==> src/dpt_pkg.sv <==
package dpt_pkg;

    localparam int VADDR_W       = 20;
    localparam int DATA_W        = 32;
    localparam int PHYS_W        = 12;
    localparam int PAGE_W        = 10;
    localparam int VICTIM_W      = 2;
    localparam int FILL_W        = 2;
    localparam int PAGE_WORDS    = 1024;
    localparam int OFFSET_W      = $clog2(PAGE_WORDS);
    localparam int VIRTUAL_PAGES = 1024;

    typedef logic [PAGE_W-1:0] page_t;

    typedef enum logic
    {
        CMD_READ  = 1'b0,
        CMD_WRITE = 1'b1
    } cmd_t;

    // frame map changes from the request in the lookup stage
    typedef struct packed
    {
        logic map;
        logic mark_dirty;
    } map_update_t;

    // frame map answers for the request in the lookup stage
    typedef struct packed
    {
        logic  hit;
        logic  evict_valid;
        page_t evict_page;
        logic  evict_dirty;
    } lookup_t;

endpackage

==> src/dpt_page_mem.sv <==
module dpt_page_mem
#(
    parameter int FRAME_W = 2
)
(
    input  logic               clk,
    input  logic               rst_n,
    input  dpt_pkg::page_t     rd_page,
    input  logic               wr_en,
    input  dpt_pkg::page_t     wr_page,
    input  logic               wr_ref,
    input  logic [FRAME_W-1:0] wr_frame,
    output logic               q_ref,
    output logic [FRAME_W-1:0] q_frame,
    output logic               clearing
);
    import dpt_pkg::*;

    // entry: referenced bit above the last mapped frame
    logic [FRAME_W:0] mem [VIRTUAL_PAGES];
    logic [FRAME_W:0] rd_data_reg;
    logic [FRAME_W:0] byp_data_reg;
    logic             byp_sel_reg;
    logic             clearing_reg;
    logic             clearing_next;
    page_t            clr_page_reg;
    page_t            clr_page_next;

    always_ff @(posedge clk)
    begin
        if (clearing_reg)
        begin
            mem[clr_page_reg] <= '0;
        end
        else if (wr_en)
        begin
            mem[wr_page] <= {wr_ref, wr_frame};
        end
        rd_data_reg  <= mem[rd_page];
        // read and write of the same page at one edge: take the new entry
        byp_sel_reg  <= wr_en && (wr_page == rd_page);
        byp_data_reg <= {wr_ref, wr_frame};
    end

    always_comb
    begin
        clr_page_next = clr_page_reg;
        clearing_next = clearing_reg;
        if (clearing_reg)
        begin
            clr_page_next = clr_page_reg + PAGE_W'(1);
            if (clr_page_reg == '1)
            begin
                clearing_next = 1'b0;
            end
        end
    end

    always_ff @(posedge clk or negedge rst_n)
    begin
        if (!rst_n)
        begin
            clearing_reg <= 1'b1;
            clr_page_reg <= '0;
        end
        else
        begin
            clearing_reg <= clearing_next;
            clr_page_reg <= clr_page_next;
        end
    end

    assign q_ref    = byp_sel_reg ? byp_data_reg[FRAME_W] : rd_data_reg[FRAME_W];
    assign q_frame  = byp_sel_reg ? byp_data_reg[FRAME_W-1:0] : rd_data_reg[FRAME_W-1:0];
    assign clearing = clearing_reg;

endmodule

==> src/dpt_frame_map.sv <==
module dpt_frame_map
#(
    parameter int FRAMES  = 4,
    parameter int FRAME_W = 2
)
(
    input  logic                 clk,
    input  logic                 rst_n,
    input  dpt_pkg::page_t       page,
    input  logic [FRAME_W-1:0]   entry_frame,
    input  logic [FRAME_W-1:0]   victim,
    input  dpt_pkg::map_update_t update,
    output dpt_pkg::lookup_t     lookup
);
    import dpt_pkg::*;

    localparam logic [FRAME_W:0] FRAME_COUNT = (FRAME_W + 1)'(FRAMES);

    logic  owner_valid_reg [FRAMES];
    page_t owner_page_reg  [FRAMES];
    logic  dirty_reg       [FRAMES];
    logic  entry_in_range;

    assign entry_in_range = {1'b0, entry_frame} < FRAME_COUNT;

    // a page is mapped only while its last frame still names it as owner
    always_comb
    begin
        lookup.hit = 1'b0;
        if (entry_in_range)
        begin
            lookup.hit = owner_valid_reg[entry_frame]
                         && (owner_page_reg[entry_frame] == page);
        end
        lookup.evict_valid = owner_valid_reg[victim];
        lookup.evict_page  = owner_page_reg[victim];
        lookup.evict_dirty = dirty_reg[victim];
    end

    always_ff @(posedge clk or negedge rst_n)
    begin
        if (!rst_n)
        begin
            for (int f = 0; f < FRAMES; f++)
            begin
                owner_valid_reg[f] <= 1'b0;
                dirty_reg[f]       <= 1'b0;
            end
        end
        else if (update.map)
        begin
            owner_valid_reg[victim] <= 1'b1;
            dirty_reg[victim]       <= 1'b0;
        end
        else if (update.mark_dirty)
        begin
            dirty_reg[entry_frame] <= 1'b1;
        end
    end

    always_ff @(posedge clk)
    begin
        if (update.map)
        begin
            owner_page_reg[victim] <= page;
        end
    end

endmodule

==> src/demand_paging_translator_top.sv <==
// channel   direction  handshake       payload
// request   in         start / busy    command, vaddr, write_data, victim_frame
// result    out        done (strobe)   hit, phys_addr, mem_write, mem_write_data,
//                                      evict_valid, evict_page, writeback_needed,
//                                      load_needed, fill_frame, load_page
//
// one request per cycle while busy is low; each result reaches done through the
// lookup and result registers; after reset busy stays high while the ram is cleared
// the page table ram has one write and one registered read each cycle; a write
// from the request in flight is forwarded to the request just read
// the receiver cannot stall, so busy only ever reflects the clearing pass
module demand_paging_translator_top
#(
    parameter int FRAMES = 4
)
(
    input  logic                          clk,
    input  logic                          rst_n,
    input  logic                          start,
    output logic                          busy,
    input  logic                          command,
    input  logic [dpt_pkg::VADDR_W-1:0]   vaddr,
    input  logic [dpt_pkg::DATA_W-1:0]    write_data,
    input  logic [dpt_pkg::VICTIM_W-1:0]  victim_frame,
    output logic                          done,
    output logic                          hit,
    output logic [dpt_pkg::PHYS_W-1:0]    phys_addr,
    output logic                          mem_write,
    output logic [dpt_pkg::DATA_W-1:0]    mem_write_data,
    output logic                          evict_valid,
    output logic [dpt_pkg::PAGE_W-1:0]    evict_page,
    output logic                          writeback_needed,
    output logic                          load_needed,
    output logic [dpt_pkg::FILL_W-1:0]    fill_frame,
    output logic [dpt_pkg::PAGE_W-1:0]    load_page
);
    import dpt_pkg::*;

    localparam int FRAME_W     = $clog2(FRAMES);
    // victim codes at or above the frame count wrap round once
    localparam bit VICTIM_WRAP = (FRAMES < 4);

    // lookup stage: request registers
    logic                s1_valid_reg;
    cmd_t                s1_command_reg;
    page_t               s1_page_reg;
    logic [OFFSET_W-1:0] s1_offset_reg;
    logic [DATA_W-1:0]   s1_data_reg;
    logic [VICTIM_W-1:0] s1_victim_reg;

    // result registers
    logic                done_reg;
    logic                hit_reg;
    logic [PHYS_W-1:0]   phys_addr_reg;
    logic                mem_write_reg;
    logic [DATA_W-1:0]   mem_write_data_reg;
    logic                evict_valid_reg;
    page_t               evict_page_reg;
    logic                writeback_needed_reg;
    logic                load_needed_reg;
    logic [FILL_W-1:0]   fill_frame_reg;
    page_t               load_page_reg;

    logic                hit_next;
    logic [PHYS_W-1:0]   phys_addr_next;
    logic                mem_write_next;
    logic [DATA_W-1:0]   mem_write_data_next;
    logic                evict_valid_next;
    page_t               evict_page_next;
    logic                writeback_needed_next;
    logic                load_needed_next;
    logic [FILL_W-1:0]   fill_frame_next;
    page_t               load_page_next;

    logic                accept;
    logic                clearing;
    logic                q_ref;
    logic [FRAME_W-1:0]  q_frame;
    logic [VICTIM_W-1:0] victim_red;
    logic [FRAME_W-1:0]  victim_idx;
    logic                is_write;
    logic                miss;
    map_update_t         update;
    lookup_t             lookup;

    assign busy   = clearing;
    assign accept = start && !clearing;

    always_ff @(posedge clk or negedge rst_n)
    begin
        if (!rst_n)
        begin
            s1_valid_reg <= 1'b0;
        end
        else
        begin
            s1_valid_reg <= accept;
        end
    end

    always_ff @(posedge clk)
    begin
        if (accept)
        begin
            s1_command_reg <= cmd_t'(command);
            s1_page_reg    <= vaddr[OFFSET_W +: PAGE_W];
            s1_offset_reg  <= vaddr[OFFSET_W-1:0];
            s1_data_reg    <= write_data;
            s1_victim_reg  <= victim_frame;
        end
    end

    // page table ram: last frame and referenced bit of every page
    dpt_page_mem
    #(
        .FRAME_W (FRAME_W)
    )
    u_page_mem
    (
        .clk      (clk),
        .rst_n    (rst_n),
        .rd_page  (vaddr[OFFSET_W +: PAGE_W]),
        .wr_en    (update.map),
        .wr_page  (s1_page_reg),
        .wr_ref   (q_ref || is_write),
        .wr_frame (victim_idx),
        .q_ref    (q_ref),
        .q_frame  (q_frame),
        .clearing (clearing)
    );

    always_comb
    begin
        victim_red = s1_victim_reg;
        if (VICTIM_WRAP && (s1_victim_reg >= VICTIM_W'(FRAMES)))
        begin
            victim_red = s1_victim_reg - VICTIM_W'(FRAMES);
        end
    end

    assign victim_idx = FRAME_W'(victim_red);
    assign is_write   = (s1_command_reg == CMD_WRITE);
    assign miss       = s1_valid_reg && !lookup.hit;

    // a miss remaps the victim frame; a write hit dirties the page's frame
    assign update.map        = miss;
    assign update.mark_dirty = s1_valid_reg && lookup.hit && is_write;

    // owner, valid and dirty per frame
    dpt_frame_map
    #(
        .FRAMES  (FRAMES),
        .FRAME_W (FRAME_W)
    )
    u_frame_map
    (
        .clk         (clk),
        .rst_n       (rst_n),
        .page        (s1_page_reg),
        .entry_frame (q_frame),
        .victim      (victim_idx),
        .update      (update),
        .lookup      (lookup)
    );

    // result fields, zero where they do not apply
    always_comb
    begin
        hit_next              = lookup.hit;
        phys_addr_next        = '0;
        mem_write_next        = 1'b0;
        mem_write_data_next   = '0;
        evict_valid_next      = 1'b0;
        evict_page_next       = '0;
        writeback_needed_next = 1'b0;
        load_needed_next      = 1'b0;
        fill_frame_next       = '0;
        load_page_next        = '0;
        if (lookup.hit)
        begin
            phys_addr_next = PHYS_W'({q_frame, s1_offset_reg});
            if (is_write)
            begin
                mem_write_next      = 1'b1;
                mem_write_data_next = s1_data_reg;
            end
        end
        else
        begin
            if (lookup.evict_valid)
            begin
                evict_valid_next      = 1'b1;
                evict_page_next       = lookup.evict_page;
                writeback_needed_next = lookup.evict_dirty;
            end
            // a write to a page never touched creates it without a load
            load_needed_next = !(is_write && !q_ref);
            fill_frame_next  = victim_red;
            load_page_next   = s1_page_reg;
        end
    end

    always_ff @(posedge clk or negedge rst_n)
    begin
        if (!rst_n)
        begin
            done_reg <= 1'b0;
        end
        else
        begin
            done_reg <= s1_valid_reg;
        end
    end

    always_ff @(posedge clk)
    begin
        if (s1_valid_reg)
        begin
            hit_reg              <= hit_next;
            phys_addr_reg        <= phys_addr_next;
            mem_write_reg        <= mem_write_next;
            mem_write_data_reg   <= mem_write_data_next;
            evict_valid_reg      <= evict_valid_next;
            evict_page_reg       <= evict_page_next;
            writeback_needed_reg <= writeback_needed_next;
            load_needed_reg      <= load_needed_next;
            fill_frame_reg       <= fill_frame_next;
            load_page_reg        <= load_page_next;
        end
    end

    assign done             = done_reg;
    assign hit              = hit_reg;
    assign phys_addr        = phys_addr_reg;
    assign mem_write        = mem_write_reg;
    assign mem_write_data   = mem_write_data_reg;
    assign evict_valid      = evict_valid_reg;
    assign evict_page       = evict_page_reg;
    assign writeback_needed = writeback_needed_reg;
    assign load_needed      = load_needed_reg;
    assign fill_frame       = fill_frame_reg;
    assign load_page        = load_page_reg;

endmodule

==> config.mk <==
export PLATFORM = sky130hd
export DESIGN_NAME = demand_paging_translator_top
export DESIGN_NICKNAME = d
export VERILOG_FILES = /design/src/dpt_pkg.sv /design/src/dpt_page_mem.sv /design/src/dpt_frame_map.sv /design/src/demand_paging_translator_top.sv
export SDC_FILE = /design/constraint.sdc
export NUM_CORES = 2
export LEC_CHECK = 0
export ABC_CLOCK_PERIOD_IN_PS = 48900
export BUFFER_PORTS_ARGS = -buffer_cell sky130_fd_sc_hd__buf_2
export CAP_MARGIN = 20
export CORE_MARGIN = 2
export CORE_UTILIZATION = 40
export CTS_CLUSTER_DIAMETER = 120
export DETAILED_ROUTE_END_ITERATION = 7
export GPL_ROUTABILITY_DRIVEN = 0
export PLACE_DENSITY_LB_ADDON = 0.12
export RECOVER_POWER = 25
export SYNTH_ARGS = -nofsm -noshare
export SYNTH_HDL_FRONTEND = slang
export SYNTH_SLANG_ARGS = --single-unit
==> constraint.sdc <==
create_clock -name clk -period 48.9 [get_ports clk]
set_input_delay 0 -clock clk [delete_from_list [all_inputs] [get_ports clk]]
set_output_delay 0 -clock clk [all_outputs]
set_load 0.03 [all_outputs]
==> results_dict.tcl <==
set metrics [dict create \
    fmax_mhz 68.6 \
    min_from "command" \
    floorplan.initialDensity_pct 40.1 \
    synth_top_cell_by_area "sky130_fd_sc_hd__edfxtp_1" \
    reg2reg_depth 11 \
    post_dp_cell_area_sq_mm 0.137 \
    final_antenna_net_count 0 \
    hold_end "is_write$_DFFE_PP_" \
    timing_worst_setup_path_type "register to register" \
    tritoncts "yes" \
    synth.yosys.seq_area_share_pct 74.7 \
    r2r_start "u_page_mem.byp_sel_reg$_DFF_P_" \
    post_synth.cell_area_avg_sq_um 19.0 \
    power.internal_mw 4.72 \
    drc_errors 0 \
    pwr_density_cell_mw_per_mm2 40.8 \
    core_sq_mm 0.327 \
    vdd_ir_drop_max_v 0.0000288 \
    cts_setup_buffers 0 \
    clock_tree.root_cell "sky130_fd_sc_hd__clkbuf_16" \
    ffs_latches_synth 3266 \
    setup.worst_path.end_class "register" \
    hold_class "input pin to register" \
    cts_made_buffers 350 \
    setup_tns_ns 0 \
    start_kind "register" \
    power.net_switching_mw 1.38 \
    finish.net_count 7315 \
    post-route-cell-area_sq_mm 0.149 \
    rsz0062_at_grt "false" \
    syn-cell-area_sq_mm 0.131 \
    timing_max_transition_violations_final 1256 \
    fp-row-count 210 \
    drive_gt1_share_pct 22.2 \
    wl_mm 415 \
    number_of_global_route_vias_before_repair 72100 \
    outcome "finished, violations left" \
    synthToLayoutAreaGrowth_pct 13.9 \
    via_count 70600 \
    antenna_found_initial 33 \
    post_synth_edffs 3238 \
    min_period_ns 14.58 \
    die_x_um 577 \
    fillerInstances 27900 \
    synth_commonest_cells "3238 x sky130_fd_sc_hd__edfxtp_1, 1159 x sky130_fd_sc_hd__nor2_1, 781 x sky130_fd_sc_hd__mux4_2" \
    place_inst 11100 \
    p_leak_nw 42.9 \
    fraction_of_power_consumed_by_the_clock_network_pct 43.0 \
    totalPowerFinal_mw 6.10 \
    portion_of_total_power_attributed_to_sequential_cells_pct 51.3 \
    num_io_pins 131 \
    grt_usage_pct 24.8 \
    yosys.cell_count.top_type "sky130_fd_sc_hd__edfxtp_1" \
    initial_detailed_routing_violation_count 8391 \
    hold_depth 3 \
    switching_share_pct 22.6 \
    timing.max_cap.violations 32 \
    die_y_um 577 \
    fin_cells 11900 \
    period_utilization_pct 29.8 \
    clock_skew_ns 0.0584 \
    cp_data_required_time_ns 49.45 \
    arrival_ns 15.13 \
    worstMarginPinSlew_ns 9.33 \
    slew-limit-headroom_pct -522 \
    clock_path_buffers 4 \
    wl_per_cell_um 34.9 \
    clock_insertion_delay_worst_skew_ns 0.94 \
    synth_flop_cell "sky130_fd_sc_hd__edfxtp_1" \
    critical_path.max_fanout 195 \
    hpwl_mm 251 \
    combPwrFrac_pct 5.7 \
    buffer_ports.inserted 130 \
    htreeDepth 5 \
    synth_cells 6919 \
    final-hold-violation-count 0 \
    avgViaCountPerCell 5.93 \
    quantity_of_gates_resized_following_cts 0 \
    grt_start_max_net_pins 203 \
    distinct_cell_type_count_after_synthesis 83 \
    grt-ovfl-total 0 \
    cts.sinks 3266 \
    async_reset_ff_share_pct 0.643 \
    violated_checks "capacitance limit, slew limit" \
    clk_pin_slew_ns 0.06 \
    register_to_register_setup_slack_ns 34.32 \
    synth_top_cells_by_area "sky130_fd_sc_hd__edfxtp_1 74%, sky130_fd_sc_hd__mux4_2 13%, sky130_fd_sc_hd__nor2_1 3.3%, sky130_fd_sc_hd__mux2i_1 1.1%, sky130_fd_sc_hd__buf_2 0.90%" \
    first_pass_grt_wire_length_mm 578 \
    final_util_pct 45.7 \
    synthesized_net_count 6978 \
    synth_warnings 0 \
    worst_r2r_endpoint "u_page_mem.mem[229][2]$_DFFE_PP_" \
    report.final.setup_viol 0 \
    largest_register_ffs 3072 \
    area_share_of_the_leading_cell_type_in_the_synthesized_netlist_pct 74.2 \
    die_area_sq_mm 0.332 \
    dr.pass1.iters 7 \
]
-- critical path: stages, from the launching register on --
cell	delay [ns]
sky130_fd_sc_hd__dfxtp_1	0.45
sky130_fd_sc_hd__mux2_1	0.76
sky130_fd_sc_hd__mux4_2	0.62
sky130_fd_sc_hd__xor2_1	0.17
sky130_fd_sc_hd__nor4_1	0.11
sky130_fd_sc_hd__o21ai_2	0.07
sky130_fd_sc_hd__clkbuf_1	0.80
sky130_fd_sc_hd__o21ai_0	0.28
sky130_fd_sc_hd__a21oi_1	0.33
sky130_fd_sc_hd__clkbuf_1	2.16
sky130_fd_sc_hd__clkbuf_1	6.45
sky130_fd_sc_hd__buf_4	1.54
-- metal layers --
metal | vias up | GRT usage [%] | part of all wire (%)
met4 | 8 | 7.67 | 3.3
met3 | 634 | 3.93 | 7.5
met5 | - | 0 | 0.020
met1 | 38100 | 33.9 | 40
li1 | 28600 | - | -
met2 | 3150 | 40.9 | 49
-- cells by family after synthesis --
logic type | count (synthesis) | synth area share (%)
flip-flops | 3266 | 74.7
AND/OR/NAND/NOR | 1632 | 5.32
multiplexers | 980 | 15.0
buffers and inverters | 505 | 1.91
AO/OA/AOI/OAI | 501 | 2.87
XOR/XNOR | 34 | 0.227
adder cells (fa/ha/maj) | 1 | 0.00954
-- cells in the final DEF (no fill, tap or decap), types with 50 or more instances in the layout --
| master | instances |
|---|---|
| sky130_fd_sc_hd__nor2b_1 | 51 |
| sky130_fd_sc_hd__nand3_1 | 65 |
| sky130_fd_sc_hd__buf_4 | 189 |
| sky130_fd_sc_hd__dlygate4sd3_1 | 103 |
| sky130_fd_sc_hd__mux2i_1 | 135 |
| sky130_fd_sc_hd__mux4_2 | 781 |
| sky130_fd_sc_hd__a21oi_1 | 63 |
| sky130_fd_sc_hd__o22ai_1 | 67 |
| sky130_fd_sc_hd__nand2_1 | 108 |
| sky130_fd_sc_hd__buf_2 | 50 |
| sky130_fd_sc_hd__edfxtp_1 | 3238 |
| sky130_fd_sc_hd__clkinv_2 | 57 |
| sky130_fd_sc_hd__clkbuf_1 | 195 |
| sky130_fd_sc_hd__a22oi_1 | 129 |
| sky130_fd_sc_hd__nor2_1 | 1156 |
| sky130_fd_sc_hd__clkinv_1 | 84 |
| sky130_fd_sc_hd__clkbuf_16 | 354 |
-- worst max-delay path by stage --
stage / slack, ns / startpoint / to
2_1_floorplan: 13.15 / s1_valid_reg$_DFF_PN0_ / u_page_mem.mem[0][2]$_DFFE_PP_
3_3_place_gp: 41.10 / u_page_mem.byp_sel_reg$_DFF_P_ / u_page_mem.mem[229][0]$_DFFE_PP_
3_5_place_dp: 41.04 / u_page_mem.byp_sel_reg$_DFF_P_ / u_page_mem.mem[322][0]$_DFFE_PP_
4_1_cts: 40.98 / u_page_mem.byp_sel_reg$_DFF_P_ / u_page_mem.mem[229][0]$_DFFE_PP_
5_1_grt: 32.96 / u_page_mem.byp_sel_reg$_DFF_P_ / u_page_mem.mem[229][2]$_DFFE_PP_
6_report: 34.32 / u_page_mem.byp_sel_reg$_DFF_P_ / u_page_mem.mem[229][2]$_DFFE_PP_
-- stage by stage --
step	setup WS, ns	hold WS [ns]
6_report	34.32	0.320
5_1_grt	32.96	0.289
4_1_cts	40.98	0.00339
3_5_place_dp	41.04	0.0635
3_3_place_gp	41.10	0.0442
2_1_floorplan	13.15	-0.296
-- area by class of cell --
class	count	area, sq um	share of cell area (%)
Antenna cell	5	12.5	0.00838
Clock inverter	205	2040	1.37
Inverter	18	68.8	0.0461
Tap cell	4346	5440	3.64
Clock buffer	433	9210	6.17
Timing Repair Buffer	472	3320	2.23
Sequential cell	3266	97900	65.6
Multi-Input combinational cell	3148	31300	21.0
-- power groups by stage --
stage / clock network (mW) / logic, mW / registers [mW]
2_1_floorplan: 0 / 0.185 / 3.28
3_3_place_gp: 0 / 0.342 / 3.18
3_5_place_dp: 0 / 0.343 / 3.18
4_1_cts: 2.66 / 0.350 / 3.12
5_1_grt: 2.77 / 0.363 / 3.13
6_report: 2.62 / 0.345 / 3.13
-- repair_timing --
item | in CTS | in global routing
setup endpoints to repair | 0 | 0
hold buffers | 104 | 0
endpoints found under the hold margin | 92 | 0
No activity file was read; power rests on OpenSTA's default activity.
